### config.mk
export PLATFORM = sky130hd
export DESIGN_NAME = mtvb_factor_unit
export DESIGN_NICKNAME = d
export VERILOG_FILES = /design/src/design/assert_macros.svh /design/src/design/mtvb_pkg.sv /design/src/design/mtvb_factor_unit.sv
export SDC_FILE = /design/constraint.sdc
export NUM_CORES = 1
export LEC_CHECK = 0
export BUFFER_PORTS_ARGS = -buffer_cell sky130_fd_sc_hd__buf_2
export CAP_MARGIN = 5
export CORE_ASPECT_RATIO = 0.9
export CORE_MARGIN = 1.5
export CORE_UTILIZATION = 35
export DETAILED_ROUTE_END_ITERATION = 8
export PLACE_DENSITY = 0.51
export SLEW_MARGIN = 10
export SYNTH_ARGS = -nofsm -noshare
export SYNTH_HDL_FRONTEND = slang
export SYNTH_SLANG_ARGS = --single-unit
### constraint.sdc
create_clock -name clk -period 3.8 [get_ports clk]
set_clock_uncertainty 0.15 [all_clocks]
set_input_delay 0.57 -clock clk [delete_from_list [all_inputs] [get_ports clk]]
set_output_delay 0.57 -clock clk [all_outputs]
set_load 0.02 [all_outputs]
### src/design/assert_macros.svh
// Assertion helpers for the RTL that checks itself.
`ifndef ASSERT_MACROS_SVH
`define ASSERT_MACROS_SVH

// Same-cycle implication, sampled on clk, off during reset.
`define ASSERT_SAME(label, ante, cons, msg) \
    label: assert property (@(posedge clk) disable iff (!rst_n) (ante) |-> (cons)) \
        else $error(msg);

// Next-cycle implication, sampled on clk, off during reset.
`define ASSERT_NEXT(label, ante, cons, msg) \
    label: assert property (@(posedge clk) disable iff (!rst_n) (ante) |=> (cons)) \
        else $error(msg);

`endif

### src/design/mtvb_pkg.sv
`default_nettype none

package mtvb_pkg;

    localparam int NUM_SLOTS   = 8;
    localparam int SLOT_IDX_W  = 3;
    localparam int NUM_LANES   = NUM_SLOTS + 1;
    localparam int CFG_INDEX_W = 4;
    localparam int WEIGHT_W    = 16;
    localparam int FACTOR_W    = 16;
    localparam int VALUE_W     = 32;
    localparam int TOTAL_W     = 19;
    localparam int NUM_W       = 32;
    localparam int DIV_CNT_W   = 4;
    localparam int PROD_W      = 48;
    localparam int ACC_W       = 52;
    localparam int FRAC_SHIFT  = 15;
    localparam int SHIFT_W     = ACC_W - FRAC_SHIFT;
    localparam int PIPE_LAT    = 6;

    localparam logic [SLOT_IDX_W-1:0] LAST_SLOT = SLOT_IDX_W'(NUM_SLOTS - 1);
    localparam logic [DIV_CNT_W-1:0]  LAST_STEP = '1;
    localparam logic [TOTAL_W-1:0]    ONE_Q12   = TOTAL_W'(4096);
    localparam logic [ACC_W-1:0]      ROUND_BIAS = ACC_W'(16384);
    localparam logic [VALUE_W-1:0]    SAT_MAX   = 32'h7FFF_FFFF;
    localparam logic [VALUE_W-1:0]    SAT_MIN   = 32'h8000_0000;

    typedef logic [NUM_SLOTS-1:0][WEIGHT_W-1:0] weight_vec_t;
    typedef logic [NUM_SLOTS-1:0][FACTOR_W-1:0] tgt_factor_vec_t;
    typedef logic [NUM_LANES-1:0][FACTOR_W-1:0] factor_vec_t;
    typedef logic [NUM_LANES-1:0][VALUE_W-1:0]  value_vec_t;

    typedef struct packed {
        logic                   en;
        logic [CFG_INDEX_W-1:0] index;
        logic [WEIGHT_W-1:0]    data;
    } cfg_wr_t;

    typedef struct packed {
        logic busy;
        logic cfg_ready;
    } fu_status_t;

    typedef enum logic [2:0] {
        ST_IDLE,
        ST_SUM,
        ST_NORM,
        ST_PREP,
        ST_DIV,
        ST_STORE
    } fsm_state_t;

endpackage

`default_nettype wire

### src/design/mtvb_factor_unit.sv
`default_nettype none

// Weight registers and blend factor derivation: serial total, then one
// restoring divide (one quotient bit per cycle) for each active target.
module mtvb_factor_unit
    import mtvb_pkg::*;
#(
    parameter int MAX_TARGETS = 8
)(
    input  wire logic       clk,
    input  wire logic       rst_n,
    input  wire cfg_wr_t    cfg_wr,
    output fu_status_t      status,
    output factor_vec_t     factors
);

    fsm_state_t state_reg;
    fsm_state_t state_next;

    weight_vec_t           weight_reg;
    tgt_factor_vec_t       tgt_factor_reg;
    logic [FACTOR_W-1:0]   base_factor_reg;
    logic [SLOT_IDX_W-1:0] idx_reg;
    logic [DIV_CNT_W-1:0]  cnt_reg;
    logic [TOTAL_W-1:0]    total_reg;
    logic [TOTAL_W-1:0]    div_reg;
    logic [TOTAL_W-1:0]    rem_reg;
    logic [FACTOR_W-1:0]   quo_reg;

    logic                  wr_hit;
    logic [WEIGHT_W-1:0]   cur_weight;
    logic                  slot_active;
    logic [NUM_W-1:0]      num;
    logic [TOTAL_W:0]      trial;
    logic                  fits;

    assign wr_hit      = cfg_wr.en && (32'(cfg_wr.index) < NUM_SLOTS);
    assign cur_weight  = weight_reg[idx_reg];
    assign slot_active = (32'(idx_reg) < MAX_TARGETS) && (cur_weight != '0);
    // Rounded dividend: w * 2^15 + div / 2
    assign num   = {1'b0, cur_weight, 15'b0} + NUM_W'(div_reg[TOTAL_W-1:1]);
    assign trial = {rem_reg, quo_reg[FACTOR_W-1]};
    assign fits  = trial >= {1'b0, div_reg};

    assign factors = {base_factor_reg, tgt_factor_reg};

    always_comb
    begin
        state_next = state_reg;
        unique case (state_reg)
            ST_IDLE:  state_next = wr_hit ? ST_SUM : ST_IDLE;
            ST_SUM:   state_next = (idx_reg == LAST_SLOT) ? ST_NORM : ST_SUM;
            ST_NORM:  state_next = ST_PREP;
            ST_PREP:
            begin
                if (slot_active)
                    state_next = ST_DIV;
                else
                    state_next = (idx_reg == LAST_SLOT) ? ST_IDLE : ST_PREP;
            end
            ST_DIV:   state_next = (cnt_reg == LAST_STEP) ? ST_STORE : ST_DIV;
            ST_STORE: state_next = (idx_reg == LAST_SLOT) ? ST_IDLE : ST_PREP;
            default:  state_next = ST_IDLE;
        endcase
    end

    always_comb
    begin
        status.busy      = (state_reg != ST_IDLE);
        status.cfg_ready = (state_reg == ST_IDLE);
    end

    always_ff @(posedge clk or negedge rst_n)
    begin
        if (!rst_n)
        begin
            state_reg       <= ST_IDLE;
            weight_reg      <= '0;
            tgt_factor_reg  <= '0;
            base_factor_reg <= '0;
            idx_reg         <= '0;
            cnt_reg         <= '0;
            total_reg       <= '0;
            div_reg         <= '0;
            rem_reg         <= '0;
            quo_reg         <= '0;
        end
        else
        begin
            state_reg <= state_next;
            unique case (state_reg)
                ST_IDLE:
                begin
                    if (wr_hit)
                    begin
                        weight_reg[cfg_wr.index[SLOT_IDX_W-1:0]] <= cfg_wr.data;
                        idx_reg   <= '0;
                        total_reg <= '0;
                    end
                end
                ST_SUM:
                begin
                    if (slot_active)
                        total_reg <= total_reg + TOTAL_W'(cur_weight);
                    idx_reg <= idx_reg + 1'b1;
                end
                ST_NORM:
                begin
                    // Total below one: base takes the remainder, total becomes one
                    if (total_reg < ONE_Q12)
                    begin
                        base_factor_reg <= FACTOR_W'((ONE_Q12 - total_reg) << 3);
                        div_reg         <= ONE_Q12;
                    end
                    else
                    begin
                        base_factor_reg <= '0;
                        div_reg         <= total_reg;
                    end
                end
                ST_PREP:
                begin
                    if (slot_active)
                    begin
                        rem_reg <= TOTAL_W'(num[NUM_W-1:FACTOR_W]);
                        quo_reg <= num[FACTOR_W-1:0];
                        cnt_reg <= '0;
                    end
                    else
                    begin
                        tgt_factor_reg[idx_reg] <= '0;
                        idx_reg <= idx_reg + 1'b1;
                    end
                end
                ST_DIV:
                begin
                    rem_reg <= fits ? TOTAL_W'(trial - {1'b0, div_reg})
                                    : trial[TOTAL_W-1:0];
                    quo_reg <= {quo_reg[FACTOR_W-2:0], fits};
                    cnt_reg <= cnt_reg + 1'b1;
                end
                ST_STORE:
                begin
                    tgt_factor_reg[idx_reg] <= quo_reg;
                    idx_reg <= idx_reg + 1'b1;
                end
                default:
                begin
                    idx_reg <= '0;
                end
            endcase
        end
    end

endmodule

`default_nettype wire

==> results.txt <==
----------------------------------------------------
[Outcome]
  Run status ... finished, final reports clean

[Layout]
  Design area ... 0.02087 sq mm
  Utilization after layout ... 42.47%
  Nets@finish ... 1678
  Number of inserted filler cells in the final layout ... 4651
  Layout cells sized above 1 ... 39.38%
  Count of non-filler cells in the finished layout ... 2271
  Synth-to-Final Area Change ... 19.94%
  Most frequent cells in the layout ... dfrtp_1 (350), mux2_2 (239), buf_2 (164)
  Commonest non-fill, non-tap cell in the layout ... dfrtp_1

[Synthesis]
  Flip-flop cell with the highest count after synthesis ... dfrtp_1
  Register bit total from synthesis ... 352
  Number of enable flip-flop cells after synthesis ... 0
  Share of synthesized flip-flops with an asynchronous set or reset ... 100.0%
  Synth warnings ... 0
  Share of synthesized area occupied by flip-flops and latches ... 50.63%
  Summed instance area of the synthesized netlist ... 0.01740 sq mm
  Average footprint of a synthesized cell ... 12.41 sq um
  Cell count after synthesis ... 1402
  Count of unique library cells instantiated by Yosys ... 70

[Floorplan]
  Die W ... 238.0 um
  Core area ... 0.04913 sq mm
  Die Area ... 0.05105 sq mm
  Starting density of the core ... 35.41%
  Die span in y ... 214.5 um
  Rows ... 77
  Top-level port count ... 169

[Pwr]
  Pwr Total ... 16.63 mW
  Static leakage ... 10.46 nW
  Power Dens Cells ... 797.1 mW/mm^2
  Maximum resistive drop on vdd ... 0.3949 mV

[Min path]
  Min-delay worst type ... in -> reg

[Routing]
  Number of routed nets with antenna violations ... 0
  Vias/cell ... 5.170
  Iter 0 DRT Violations ... 748
  First-pass iteration count of the detailed router ... 5
  Wire length per cell ... 19.92 um
  DRC Markers ... 0
  Detailed-route via count ... 11.74k
  Routed wire length ... 45240 um

[Timing]
  Number of setup violations in the final report ... 0
  Transition time at the pin with the least slew margin ... 1.134 ns
  Max-slew violation count ... 0
  Max Fclk ... 272.8 MHz
  Clock period minus final worst setup slack ... 3.665 ns
  Worst slew margin ... 23.81%
  Number of failing hold endpoints at the final stage ... 0
  Final worst-path cycle share ... 96.46%
  Setup tns final ... 0 ns

[Critical path]
  CP startpoint kind ... flip-flop
  Maximum fanout count along the critical path ... 13
  Endpoint arrival time on the critical path ... 3.97 ns
  Setup Crit Path Kind ... reg -> reg
  Category of the worst setup path capture point ... flip-flop
  Worst Path Required ... 4.10 ns

[Placed design]
  Count of buffers inserted at the top-level ports ... 165
  Area after detailed placement ... 0.01936 sq mm
  Placed cell count ... 2190
  Routability-driven placement congestion ratio ... 0.8359
  Detailed placement HPWL ... 32560 um

[Global route]
  Global-route wire length before repair ... 71780 um
  GR peak layer ... met2
  All-layer global routing usage ... 17.96%
  Global-route met3 utilization ... 3.025%
  Largest net degree at the start of global routing ... 89
  Remaining global-route overflow ... 0
  Number of antenna violations at the first check in global routing ... 4
  Number of global-route vias before repair ... 11.91k
  Global-route track usage on met2 ... 29.77%
  Met1 layer usage reported by global route ... 24.24%

[Clocking]
  Skew-Pair Late Insertion Delay ... 0.58 ns
  Clock root buffer master ... clkbuf_16
  Num CTS Buffers ... 40
  Clock slew at the register clock pins of the worst setup and hold paths ... 0.06 ns
  CTS tree ... yes
  Number of H-tree branching levels ... 2
  Total clock sinks ... 352
  Buffer levels on the longest clock path ... 3

[Job]
  Max Cap Violations ... 0

----------------------------------------------------
where the power goes:
group	switching, mW	leakage, nW	internal [mW]
Combinational	3.87	5.04	3.46
Sequential	0.702	4.76	4.71
Clock	1.60	0.650	2.29
Total	6.17	10.5	10.5
cells by family (layout without fill, tap and decap cells):
| family | Yosys count | in the layout | synth area share (%) |
|---|---|---|---|
| fa+ha+maj | 45 | 45 | 3.366 |
| xor+xnor | 48 | 48 | 2.417 |
| mux | 323 | 323 | 22.99 |
| simple gates | 301 | 301 | 9.077 |
| buf+inv | 131 | 365 | 3.431 |
| flops | 352 | 352 | 50.63 |
| compound gates | 201 | 201 | 8.063 |
| other cells | 1 | 4 | 0.02156 |
cell usage after synthesis (all sizes together), types with 28 or more instances:
| master | number | area [sq um] |
|---|---|---|
| a21oi | 34 | 170.2 |
| clkbuf | 57 | 214.0 |
| dfrtp | 352 | 8808 |
| ha | 42 | 525.5 |
| inv | 46 | 172.7 |
| mux2 | 273 | 3149 |
| mux4 | 28 | 630.6 |
| nand2 | 89 | 379.1 |
| nand3 | 66 | 355.3 |
| nor2 | 41 | 153.9 |
| o21ai | 45 | 225.2 |
| xnor2 | 30 | 262.8 |
path summary, 6_finish.rpt:
kind / start / to / slack, ns / cells past startpoint
max: idx_reg[0] / rem_reg[8] / 0.13 / 11
max reg2reg: idx_reg[0] / rem_reg[8] / 0.13 / 11
min reg2reg: factors[39] / factors[39] / 0.34 / 1
min in group asynchronous: rst_n / rem_reg[6] / 0.47 / 2
min: cfg_wr[13] / weight_reg[45] / 0.19 / 2
max in group asynchronous: rst_n / weight_reg[1] / 2.09 / 3
per-stage QoR:
stage               hold slack, ns  worst slack [ns]
floorplan                   0.1244           0.04839
global placement            0.3218           -0.1181
detailed placement          0.3297           -0.1581
CTS                         0.1568           0.06034
global route                0.1770         -0.007113
finish                      0.1877            0.1347
what timing repair did:
item | CTS | global route
pin swaps | 1 | 9
resized for setup | 6 | 16
setup endpoints to repair | 5 | 141
setup buffers | 0 | 9
endpoints found under the hold margin | 82 | 0
hold buffers | 1 | 0
cell type report:
| type | count | area [sq um] | area share [%] |
|---|---|---|---|
| clock inverters | 13 | 195.2 | 0.9354 |
| inverters | 47 | 176.4 | 0.8455 |
| repair buffers | 248 | 1634 | 7.831 |
| well taps | 632 | 790.8 | 3.790 |
| diodes | 1 | 2.502 | 0.01199 |
| multi-input cells | 921 | 8132 | 38.97 |
| flip-flops and latches | 352 | 8811 | 42.23 |
| clock buffers | 57 | 1125 | 5.391 |
metal layers:
metal,vias up,wire [um]
li1,5514,-
met1,5948,20900
met2,200,21690
met3,73,1639
met4,6,972
met5,-,32
critical path: stages (launching register included):
cell and delay [ns]:
dfrtp_2 0.45, buf_12 0.19, mux4_2 0.51, mux2_2 0.38, ha_1 0.35, a21oi_1 0.10
or2_2 0.30, a211oi_1 0.32, nand2_1 0.15, xor2_2 0.26, nor2_1 0.10, a311o_1 0.27
No activity file was read; power rests on OpenSTA's default activity.
